### config.mk
export PLATFORM = sky130hd
export DESIGN_NAME = card_access_occupancy_controller
export DESIGN_NICKNAME = d
export VERILOG_FILES = /design/src/rtl/core/cao_pkg.sv /design/src/rtl/core/cao_ctrl.sv /design/src/rtl/core/cao_dp.sv /design/src/rtl/core/card_access_occupancy_controller.sv
export VERILOG_INCLUDE_DIRS = /design/src /design/src/rtl/core
export SDC_FILE = /design/constraint.sdc
export NUM_CORES = 2
export LEC_CHECK = 0
export BUFFER_PORTS_ARGS = -buffer_cell sky130_fd_sc_hd__clkbuf_2
export CAP_MARGIN = 20
export CORE_UTILIZATION = 36
export CTS_BUF_LIST = sky130_fd_sc_hd__clkbuf_16
export DETAILED_ROUTE_END_ITERATION = 10
export PLACE_DENSITY = 0.51
export SKIP_CTS_REPAIR_TIMING = 1
export SKIP_LAST_GASP = 1
export SYNTH_ARGS = -nofsm -noshare
export SYNTH_HDL_FRONTEND = slang
export SYNTH_SLANG_ARGS = --single-unit
### constraint.sdc
create_clock -name clk -period 9 [get_ports clk]
set_clock_uncertainty 0.2 [all_clocks]
set_input_delay 1.8 -clock clk [delete_from_list [all_inputs] [get_ports clk]]
set_output_delay 1.8 -clock clk [all_outputs]
set_load 0.02 [all_outputs]
### src/rtl/core/card_access_occupancy_controller_defines.svh
// Assertion helpers shared by the controller RTL.
`ifndef CARD_ACCESS_OCCUPANCY_CONTROLLER_DEFINES_SVH
`define CARD_ACCESS_OCCUPANCY_CONTROLLER_DEFINES_SVH

// Same-cycle implication, checked outside reset.
`define CAO_ASSERT_NOW(label, clk, rst_n, ante, cons) \
  label: assert property (@(posedge clk) disable iff (!rst_n) (ante) |-> (cons)) \
    else $error("cao same-cycle check failed");

// Next-cycle implication, checked outside reset.
`define CAO_ASSERT_NEXT(label, clk, rst_n, ante, cons) \
  label: assert property (@(posedge clk) disable iff (!rst_n) (ante) |=> (cons)) \
    else $error("cao next-cycle check failed");

`endif

### src/rtl/core/cao_pkg.sv
`default_nettype none

package cao_pkg;

  // Field widths fixed by the port definition
  localparam int UID_HALF_W   = 64;
  localparam int LIGHT_W      = 8;
  localparam int TEMP_W       = 16;
  localparam int OCC_W        = 8;
  localparam int CARDS_OUT_W  = 4;

  // Configuration port
  localparam int CFG_IDX_W    = 2;
  localparam int CFG_DATA_W   = 16;

  localparam logic [CFG_IDX_W-1:0] CFG_MAX_OCCUPANCY = 2'd0;
  localparam logic [CFG_IDX_W-1:0] CFG_LIGHT_THRESH  = 2'd1;
  localparam logic [CFG_IDX_W-1:0] CFG_TEMP_THRESH   = 2'd2;

  localparam logic [OCC_W-1:0]   MAX_OCC_RESET     = 8'd5;
  localparam logic [LIGHT_W-1:0] LIGHT_THRESH_RESET = 8'd1;
  localparam logic [TEMP_W-1:0]  TEMP_THRESH_RESET  = 16'd400;

  // Controller to datapath commands
  typedef struct packed {
    logic load_in;   // capture the accepted input word
    logic eval;      // register the table lookup
    logic commit;    // apply the tick to the state, publish the result
  } cao_cmd_t;

endpackage

`default_nettype wire

### src/rtl/core/cao_ctrl.sv
`default_nettype none

`include "card_access_occupancy_controller_defines.svh"

module cao_ctrl import cao_pkg::*; (
  input  wire logic     clk,
  input  wire logic     rst_n,
  input  wire logic     in_valid,
  output logic          in_stall,
  output logic          out_valid,
  input  wire logic     out_stall,
  output cao_cmd_t      cmd
);

  typedef enum logic [2:0] {
    S_IDLE   = 3'b001,
    S_MATCH  = 3'b010,
    S_UPDATE = 3'b100
  } cao_state_t;

  cao_state_t state_r, state_nxt;
  logic       out_valid_r, out_valid_nxt;
  logic       out_free;

  // The result slot is free when empty or being taken this cycle
  assign out_free = !out_valid_r || !out_stall;

  assign in_stall  = (state_r != S_IDLE);
  assign out_valid = out_valid_r;

  always_comb begin
    cmd.load_in = (state_r == S_IDLE) && in_valid;
    cmd.eval    = (state_r == S_MATCH);
    cmd.commit  = (state_r == S_UPDATE) && out_free;
  end

  always_comb begin
    state_nxt = state_r;
    case (state_r)
      S_IDLE: begin
        if (in_valid) state_nxt = S_MATCH;
      end
      S_MATCH: begin
        state_nxt = S_UPDATE;
      end
      S_UPDATE: begin
        if (out_free) state_nxt = S_IDLE;
      end
      default: begin
        state_nxt = S_IDLE;
      end
    endcase
  end

  always_comb begin
    out_valid_nxt = out_valid_r;
    if (out_valid_r && !out_stall) out_valid_nxt = 1'b0;
    if (cmd.commit) out_valid_nxt = 1'b1;
  end

  always_ff @(posedge clk) begin
    if (!rst_n) begin
      state_r     <= S_IDLE;
      out_valid_r <= 1'b0;
    end else begin
      state_r     <= state_nxt;
      out_valid_r <= out_valid_nxt;
    end
  end

  `CAO_ASSERT_NEXT(a_accept_starts_lookup, clk, rst_n, (state_r == S_IDLE) && in_valid, state_r == S_MATCH)
  `CAO_ASSERT_NEXT(a_blocked_commit_waits, clk, rst_n, (state_r == S_UPDATE) && out_valid_r && out_stall, (state_r == S_UPDATE) && out_valid_r)
  `CAO_ASSERT_NEXT(a_commit_shows_result, clk, rst_n, cmd.commit, out_valid_r && (state_r == S_IDLE))
  `CAO_ASSERT_NOW(a_no_accept_while_busy, clk, rst_n, state_r != S_IDLE, in_stall)

endmodule

`default_nettype wire

### src/rtl/core/cao_dp.sv
`default_nettype none

`include "card_access_occupancy_controller_defines.svh"

module cao_dp import cao_pkg::*; #(
  parameter int CARD_SLOTS = 10,
  parameter int ID_BITS    = 128,
  parameter int MISS_POLLS = 3
) (
  input  wire logic                   clk,
  input  wire logic                   rst_n,
  input  wire cao_cmd_t               cmd,
  input  wire logic                   cfg_we,
  input  wire logic [CFG_IDX_W-1:0]   cfg_index,
  input  wire logic [CFG_DATA_W-1:0]  cfg_data,
  input  wire logic                   in_card_present,
  input  wire logic [UID_HALF_W-1:0]  in_uid_low,
  input  wire logic [UID_HALF_W-1:0]  in_uid_high,
  input  wire logic                   in_button_level,
  input  wire logic [LIGHT_W-1:0]     in_light_sample,
  input  wire logic [TEMP_W-1:0]      in_temperature_raw,
  output logic                        out_enrolling,
  output logic                        out_gate_open,
  output logic                        out_green_lamp,
  output logic                        out_red_lamp,
  output logic                        out_light_lamp,
  output logic                        out_fan_on,
  output logic                        out_beep_pulse,
  output logic [OCC_W-1:0]            out_occupancy,
  output logic [CARDS_OUT_W-1:0]      out_stored_cards
);

  localparam int CntW  = $clog2(CARD_SLOTS + 1);
  localparam int IdxW  = (CARD_SLOTS > 1) ? $clog2(CARD_SLOTS) : 1;
  localparam int MissW = $clog2(MISS_POLLS + 1);

  // Configuration
  logic [OCC_W-1:0]   max_occ_r;
  logic [LIGHT_W-1:0] light_thr_r;
  logic [TEMP_W-1:0]  temp_thr_r;

  // Captured input word
  logic [2*UID_HALF_W-1:0] full_id;
  logic [ID_BITS-1:0]      id_r;
  logic                    present_r;
  logic                    button_r;
  logic [LIGHT_W-1:0]      light_r;
  logic [TEMP_W-1:0]       temp_r;

  // Card table and lookup
  logic [ID_BITS-1:0] table_r [CARD_SLOTS];
  logic               hit;
  logic               match_r;
  logic               tab_we;

  // Tick state
  logic             enroll_r, enroll_nxt;
  logic [CntW-1:0]  count_r, count_nxt;
  logic [OCC_W-1:0] occ_r, occ_nxt, occ_mid;
  logic             gate_r, gate_nxt;
  logic [MissW-1:0] miss_r, miss_nxt, miss_inc;
  logic             last_r, last_nxt;
  logic             ind_r, ind_nxt;
  logic             lit_r, lit_nxt;
  logic             green_r, green_nxt;
  logic             red_r, red_nxt;
  logic             lamp_r, lamp_nxt;
  logic             fan_r, fan_nxt;
  logic             beep_r, beep_nxt;
  logic             below, rising, known;

  assign full_id = {in_uid_high, in_uid_low};

  always_ff @(posedge clk) begin
    if (!rst_n) begin
      max_occ_r   <= MAX_OCC_RESET;
      light_thr_r <= LIGHT_THRESH_RESET;
      temp_thr_r  <= TEMP_THRESH_RESET;
    end else if (cfg_we) begin
      case (cfg_index)
        CFG_MAX_OCCUPANCY: max_occ_r   <= cfg_data[OCC_W-1:0];
        CFG_LIGHT_THRESH:  light_thr_r <= cfg_data[LIGHT_W-1:0];
        CFG_TEMP_THRESH:   temp_thr_r  <= cfg_data[TEMP_W-1:0];
        default: ;
      endcase
    end
  end

  always_ff @(posedge clk) begin
    if (cmd.load_in) begin
      id_r      <= full_id[ID_BITS-1:0];
      present_r <= in_card_present;
      button_r  <= in_button_level;
      light_r   <= in_light_sample;
      temp_r    <= in_temperature_raw;
    end
  end

  // Compare against every filled slot in parallel
  always_comb begin
    hit = 1'b0;
    for (int n = 0; n < CARD_SLOTS; n++) begin
      if ((CntW'(n) < count_r) && (table_r[n] == id_r)) hit = 1'b1;
    end
  end

  always_ff @(posedge clk) begin
    if (cmd.eval) match_r <= hit;
  end

  always_ff @(posedge clk) begin
    if (tab_we) table_r[count_r[IdxW-1:0]] <= id_r;
  end

  assign below    = occ_r < max_occ_r;
  assign rising   = button_r && !last_r;
  assign known    = present_r && match_r;
  assign miss_inc = miss_r + 1'b1;

  always_comb begin
    enroll_nxt = enroll_r;
    count_nxt  = count_r;
    occ_mid    = occ_r;
    occ_nxt    = occ_r;
    gate_nxt   = gate_r;
    miss_nxt   = miss_r;
    last_nxt   = last_r;
    ind_nxt    = ind_r;
    lit_nxt    = lit_r;
    green_nxt  = green_r;
    red_nxt    = red_r;
    lamp_nxt   = lamp_r;
    fan_nxt    = fan_r;
    beep_nxt   = 1'b0;
    tab_we     = 1'b0;

    if (enroll_r) begin
      if (button_r) begin
        enroll_nxt = 1'b0;
      end else if (present_r && (count_r < CntW'(CARD_SLOTS)) && !match_r) begin
        tab_we    = cmd.commit;
        count_nxt = count_r + 1'b1;
        beep_nxt  = 1'b1;
      end
    end else begin
      last_nxt = button_r;

      // Indicators follow the occupancy seen before this tick
      if (!ind_r) begin
        if (below) begin
          green_nxt = 1'b1;
          red_nxt   = 1'b0;
          lit_nxt   = 1'b1;
          ind_nxt   = 1'b1;
        end
      end else if (!below) begin
        red_nxt   = 1'b1;
        green_nxt = 1'b0;
        ind_nxt   = 1'b0;
      end

      if (gate_r) begin
        if (known) begin
          miss_nxt = '0;
        end else if (miss_inc >= MissW'(MISS_POLLS)) begin
          miss_nxt = '0;
          gate_nxt = 1'b0;
        end else begin
          miss_nxt = miss_inc;
        end
      end else if (known && below) begin
        beep_nxt = 1'b1;
        gate_nxt = 1'b1;
        miss_nxt = '0;
        occ_mid  = occ_r + 1'b1;
      end

      lamp_nxt = light_r < light_thr_r;
      fan_nxt  = temp_r > temp_thr_r;

      if (rising && (occ_mid != '0)) occ_nxt = occ_mid - 1'b1;
      else occ_nxt = occ_mid;
    end
  end

  always_ff @(posedge clk) begin
    if (!rst_n) begin
      enroll_r <= 1'b1;
      count_r  <= '0;
      occ_r    <= '0;
      gate_r   <= 1'b1;
      miss_r   <= '0;
      last_r   <= 1'b0;
      ind_r    <= 1'b0;
      lit_r    <= 1'b0;
      green_r  <= 1'b0;
      red_r    <= 1'b0;
      lamp_r   <= 1'b0;
      fan_r    <= 1'b0;
      beep_r   <= 1'b0;
    end else if (cmd.commit) begin
      enroll_r <= enroll_nxt;
      count_r  <= count_nxt;
      occ_r    <= occ_nxt;
      gate_r   <= gate_nxt;
      miss_r   <= miss_nxt;
      last_r   <= last_nxt;
      ind_r    <= ind_nxt;
      lit_r    <= lit_nxt;
      green_r  <= green_nxt;
      red_r    <= red_nxt;
      lamp_r   <= lamp_nxt;
      fan_r    <= fan_nxt;
      beep_r   <= beep_nxt;
    end
  end

  // State changes only on commit, so it doubles as the held result word
  assign out_enrolling    = enroll_r;
  assign out_gate_open    = gate_r;
  assign out_green_lamp   = green_r && lit_r;
  assign out_red_lamp     = red_r && lit_r;
  assign out_light_lamp   = lamp_r;
  assign out_fan_on       = fan_r;
  assign out_beep_pulse   = beep_r;
  assign out_occupancy    = occ_r;
  assign out_stored_cards = CARDS_OUT_W'(count_r);

  `CAO_ASSERT_NEXT(a_enroll_never_returns, clk, rst_n, !enroll_r, !enroll_r)
  `CAO_ASSERT_NOW(a_table_bound, clk, rst_n, tab_we, count_r < CntW'(CARD_SLOTS))

endmodule

`default_nettype wire

### src/rtl/core/card_access_occupancy_controller.sv
// One poll word at a time: accept, table lookup, state update; no new word
// is taken until its update commits. The result word is valid after the commit.
// The commit step waits while an earlier result is stalled at the output.
// Reset (rst_n low, synchronous): enrollment mode, empty table, gate open,
// occupancy zero, lamps and fan off, thresholds back to 5 / 1 / 400.
`default_nettype none

module card_access_occupancy_controller import cao_pkg::*; #(
  parameter int CARD_SLOTS = 10,
  parameter int ID_BITS    = 128,
  parameter int MISS_POLLS = 3
) (
  input  wire logic                   clk,
  input  wire logic                   rst_n,
  // configuration write port
  input  wire logic                   cfg_we,
  input  wire logic [CFG_IDX_W-1:0]   cfg_index,
  input  wire logic [CFG_DATA_W-1:0]  cfg_data,
  // poll words in
  input  wire logic                   in_valid,
  output logic                        in_stall,
  input  wire logic                   in_card_present,
  input  wire logic [UID_HALF_W-1:0]  in_uid_low,
  input  wire logic [UID_HALF_W-1:0]  in_uid_high,
  input  wire logic                   in_button_level,
  input  wire logic [LIGHT_W-1:0]     in_light_sample,
  input  wire logic [TEMP_W-1:0]      in_temperature_raw,
  // result words out
  output logic                        out_valid,
  input  wire logic                   out_stall,
  output logic                        out_enrolling,
  output logic                        out_gate_open,
  output logic                        out_green_lamp,
  output logic                        out_red_lamp,
  output logic                        out_light_lamp,
  output logic                        out_fan_on,
  output logic                        out_beep_pulse,
  output logic [OCC_W-1:0]            out_occupancy,
  output logic [CARDS_OUT_W-1:0]      out_stored_cards
);

  cao_cmd_t cmd;

  // Sequencer: owns both handshakes and the result-valid flag
  cao_ctrl u_ctrl (
    .clk       (clk),
    .rst_n     (rst_n),
    .in_valid  (in_valid),
    .in_stall  (in_stall),
    .out_valid (out_valid),
    .out_stall (out_stall),
    .cmd       (cmd)
  );

  // Datapath: thresholds, card table, gate / occupancy / indicator state.
  // Its state registers hold the published result word until the next commit.
  cao_dp #(
    .CARD_SLOTS (CARD_SLOTS),
    .ID_BITS    (ID_BITS),
    .MISS_POLLS (MISS_POLLS)
  ) u_dp (
    .clk                (clk),
    .rst_n              (rst_n),
    .cmd                (cmd),
    .cfg_we             (cfg_we),
    .cfg_index          (cfg_index),
    .cfg_data           (cfg_data),
    .in_card_present    (in_card_present),
    .in_uid_low         (in_uid_low),
    .in_uid_high        (in_uid_high),
    .in_button_level    (in_button_level),
    .in_light_sample    (in_light_sample),
    .in_temperature_raw (in_temperature_raw),
    .out_enrolling      (out_enrolling),
    .out_gate_open      (out_gate_open),
    .out_green_lamp     (out_green_lamp),
    .out_red_lamp       (out_red_lamp),
    .out_light_lamp     (out_light_lamp),
    .out_fan_on         (out_fan_on),
    .out_beep_pulse     (out_beep_pulse),
    .out_occupancy      (out_occupancy),
    .out_stored_cards   (out_stored_cards)
  );

endmodule

`default_nettype wire
# Word-level counts from Yosys, hierarchy flattened
# Memories as Yosys holds them, arrays and structs flattened.
# Index checks and enable logic that the tools add are counted.
# word_totals
input_bits,177
out_inout_bits,21
mem_count,1
ramBits,1280
reg_bits,215
# op_classes
addsub,4
n_reduce_logical,41
muxes,36
bitwise_logic,3
magnitude_cmp,15
n_eq_ne,19
# mem_list
name,words,width,rd,rd_clocked_by_memory_dff,wr,line_no,rtl
u_dp.table_r,10,128,10,0,1,cao_dp.sv:51,logic [ID_BITS-1:0] table_r [CARD_SLOTS];
# op_table
cell,n
128-bit equality test,10
8-bit 2-to-1 mux,4
1-bit 2-to-1 mux,25
1-bit logical AND,21
16-bit > comparator,1
3-bit by 4-bit < comparator with 1-bit output (first input constant),4
8-bit < comparator,2
4-bit AND reduction,3
2-bit AND reduction,5
3-bit one-hot mux with 3 select lines,1
9-bit OR reduction,1
8-bit by 1-bit adder with 8-bit output (second input constant),1
1-bit by 4-bit < comparator with 1-bit output (first input constant),2
2-bit by 4-bit < comparator with 1-bit output (first input constant),2
4-bit < comparator (first input constant),2
2-bit 2-to-1 mux,4
8-bit nonzero test,1
8-bit by 1-bit subtractor with 8-bit output (second input constant),1
3-bit 2-to-1 mux,2
2-bit nonzero test,3
4-bit by 1-bit adder with 4-bit output (second input constant),1
1-bit zero test,4
4-bit < comparator (second input constant),1
2-bit != test (second input constant),2
other kinds (13),15

# Longest topological paths before layout
# depth
ltp_word,8
ltp_mapped,12
depth_no_buf,12

# Hierarchy
# A second synthesis with hierarchy kept.
# hier_totals
hier_cells,3797
hier_area_um2,61403.9
# modules_own_cells
mod,cells_per_inst,area_each_um2,instances,seq_area_each_um2
cao_dp,3777,61212.5,1,44212.4
cao_ctrl,20,191.4,1,80.1

# Worst setup path before layout
# OpenSTA, ideal clock, no wires.
# synth_timing
kind,input to register
start,input port in_valid
end,"register u_dp.button_r, enable pin"
t_required_ps,8130
n_path_buf,0
path_slack_ps,-93
stages,2
t_arrival_ps,8223
setup_ps,670
cell_sequence,inv_1 > nor2_1
# synth_lines
element,line_no,rtl
from (decl),card_access_occupancy_controller.sv:20,"input wire logic in_valid,"
to (signal assigned),cao_dp.sv:93,button_r <= in_button_level;
to (decl),cao_dp.sv:46,logic button_r;

# Worst setup path after layout
# layout_timing
start,input port out_stall
end,"memory u_dp.table_r[1][54], enable pin"
# layout_via
elab_chain_len,8
# layout_lines
element,line_no,rtl
from (decl),card_access_occupancy_controller.sv:30,"input wire logic out_stall,"
1-bit zero test,cao_ctrl.sv:26,assign out_free = !out_valid_r || !out_stall;
1-bit logical OR,cao_ctrl.sv:26,
1-bit logical AND,cao_ctrl.sv:34,cmd.commit = (state_r == S_UPDATE) && out_free;
1-bit 2-to-1 mux,cao_dp.sv:140,end else if (present_r && (count_r < CntW'(CARD_SLOTS)) && !match_r) begin
1-bit 2-to-1 mux,cao_dp.sv:138,if (button_r) begin
1-bit 2-to-1 mux,cao_dp.sv:137,if (enroll_r) begin
1-bit 2-to-1 mux,cao_dp.sv:112,if (tab_we) table_r[count_r[IdxW-1:0]] <= id_r;
1-bit 2-to-1 mux (not written as such),cao_dp.sv:112,
to (decl),cao_dp.sv:51,
# Every way passes these cells.

==> results.json <==
{
  "numPlacedInstances": 6380,
  "fin_nets": 4543,
  "fin_crit_ns": 4.899,
  "post-route-drc-count": 0,
  "arrival_ns": 5.13,
  "clk_pin_slew_worst_paths_ns": 0.06,
  "worstSetupPathType": "in -> reg",
  "synth_ff_type": "edfxtp_1",
  "clockBufferDepth": 3,
  "setup_viol": 0,
  "stdcell_count": 6684,
  "grt_pass1_vias": 34840,
  "numClockSinks": 1495,
  "grt_usage": 0.2587,
  "initial_core_util": 0.3630,
  "syn-instance-count": 3884,
  "avgRoutedWirePerCell_um": 33.84,
  "tritoncts": "yes",
  "syn_to_final_growth_pct": 16.71,
  "syn-cell-area_sq_um": 61530,
  "worstPathRequired_ns": 9.23,
  "switching_share": 0.2457,
  "fillers": 15190,
  "cts_buffers": 163,
  "crit_fanout": 74,
  "clockRootBuffer": "clkbuf_16",
  "core_sq_um": 169500,
  "grt_overflow_total": 0,
  "clk_latency_ns": 0.82,
  "cp-start-kind": "primary input",
  "finalWeightedCongestion": 1.034,
  "synth_area_per_cell_sq_um": 15.84,
  "peakVddDrop_v": 0.0001613,
  "p_leak_uw": 0.02363,
  "drt_iter0_drc": 4725,
  "die-height_um": 415.4,
  "grt_pass1_wl_um": 302600,
  "hold_viol_final": 0,
  "ant_nets": 0,
  "row_count": 151,
  "die-area_sq_um": 172600,
  "min_period_over_period": 0.5443,
  "io_buffers": 197,
  "ys_types": 67,
  "hold_path.class": "reg -> reg",
  "async_flop_share": 0,
  "syn_nets": 4098,
  "drv_slew": 0,
  "drt_wl_total_um": 226200,
  "firstDrtPassIters": 8,
  "timing.slew.headroom": 0.1810,
  "drive_gt1_frac": 0.1542,
  "crit_path_top_delay_cell": "buf_4",
  "ios": 198,
  "p_sw_uw": 3807,
  "synth_warnings": 0,
  "seqPwrFrac": 0.500,
  "power.share.clock": 0.423,
  "die_w_um": 415.4,
  "antenna_found_initial": 21,
  "ys_ff_latch": 1495,
  "synth_edf_count": 1435,
  "comb_power_share": 0.077,
  "synth.yosys.seq_area_share": 0.7199,
  "max_slew.worst_pin.slew_ns": 1.217,
  "cp-end-kind": "flop",
  "dp_hpwl_um": 152200,
  "timing.setup.tns_ns": 0,
  "status": "completed",
  "path_cells": "clkbuf_2 -> a21oi_1 -> nand3_1 -> nor3_1 -> and2_4 -> buf_4",
  "power.density_nw_per_um2": 215.8,
  "maxCapViolCount": 0,
  "critPathMaxStageDelay_ns": 0.89,
  "htree_num_levels": 4,
  "fmax_mhz": 204.1,
  "viasPerCell": 5.491,
  "rsz0062_at_grt": "false",
  "cell_internal_pwr_uw": 11690,
  "grt_max_degree": 89,
  "num_vias": 36700
}
power by group through the flow:
stage	registers (uW)	clock network [uW]	logic (uW)
after floorplan	7940	0	483
after global placement	7890	0	1180
after detailed placement	7890	0	1180
after CTS	7740	6680	1190
after global routing	7750	6930	1230
final	7740	6560	1190
state kept, by name (all words and copies together) (netlist names), 8 cells and up:
register,cells
u_dp.id_r,128
u_dp.light_r,8
u_dp.light_thr_r,8
u_dp.max_occ_r,8
u_dp.out_occupancy,8
u_dp.table_r,1280
u_dp.temp_r,16
u_dp.temp_thr_r,16
cell usage after synthesis, drive strengths merged (21+ instances only):
cell type	number	area (sq um)
nand3	23	115.1
nor2	56	210.2
nor4	169	1057
edfxtp	1435	43090
ha	37	462.9
nand4	210	1326
a21oi	43	219.0
inv	173	649.4
xnor2	654	5728
dfxtp	60	1201
buf	31	120.1
o22ai	68	425.4
nor3	21	105.1
a221oi	42	367.9
clkbuf	115	431.7
xor2	441	3862
a22o	21	183.9
nand2	72	270.3
o2bb2ai	27	236.5
placed cells by master, fill, tap and decap left out, drive strengths merged, types with 16 or more instances in the layout:
master	count
a21oi	43
a221oi	42
a22o	21
buf	229
clkbuf	361
clkinv	90
dfxtp	60
edfxtp	1435
ha	37
inv	204
mux2i	19
nand2	72
nand2b	16
nand3	23
nand4	210
nor2	56
nor3	21
nor4	169
o21ai	17
o22ai	68
o2bb2ai	27
xnor2	654
xor2	441
layout make-up:
cell class | instances | area (sq um) | area share
multi-input cells | 2070 | 16140 | 0.2248
well taps | 2218 | 2775 | 0.03865
diodes | 3 | 7.507 | 0.0001045
repair buffers | 426 | 2738 | 0.03813
clock buffers | 164 | 4104 | 0.05715
flip-flops and latches | 1495 | 44290 | 0.6168
inverters | 173 | 649.4 | 0.009044
clock inverters | 135 | 1100 | 0.01532
through the flow:
step	total power, uW	util	hold slack, ns	setup WS [ns]	area, sq um
final	15490	0.4237	0.2524	4.101	71810
after global routing	15900	0.4237	0.2741	3.943	71800
after CTS	15610	0.4235	0.2554	4.175	71770
after detailed placement	9074	0.3928	0.2474	3.293	66560
after global placement	9070	0.3923	0.2466	3.320	66490
after floorplan	8418	-	0.2363	2.474	61530
final timing paths:
path,end,depth (start not counted),slack [ns],start
hold reg to reg,u_dp.out_light_lamp,2,0.25,u_dp.out_light_lamp
setup / recovery,u_dp.table_r[1][54],6,4.10,out_stall
setup reg to reg,u_dp.table_r[1][54],5,4.51,u_dp.match_r
hold / removal,u_dp.out_light_lamp,2,0.25,u_dp.out_light_lamp
critical path: cells and delay by family:
family | cells | cell delay, ns
AOI/OAI and AO/OA | 1 | 0.34
buffers and inverters | 2 | 0.98
and+or+nand+nor | 3 | 1.81
cell families after synthesis:
kind of cell    share of synthesized area
compound gates                    0.03579
xor+xnor                           0.1559
fa+ha+maj                        0.007524
buf+inv                           0.01952
flops                              0.7199
mux                              0.003518
simple gates                      0.05786
metal layers:
layer	wire, um	vias up	GRT usage
li1	-	15400	-
met1	96130	19150	0.3581
met2	102300	1757	0.4001
met3	17300	384	0.04777
met4	10380	8	0.1054
met5	61	-	0
Note: power is estimated with default switching activity, not from simulation.
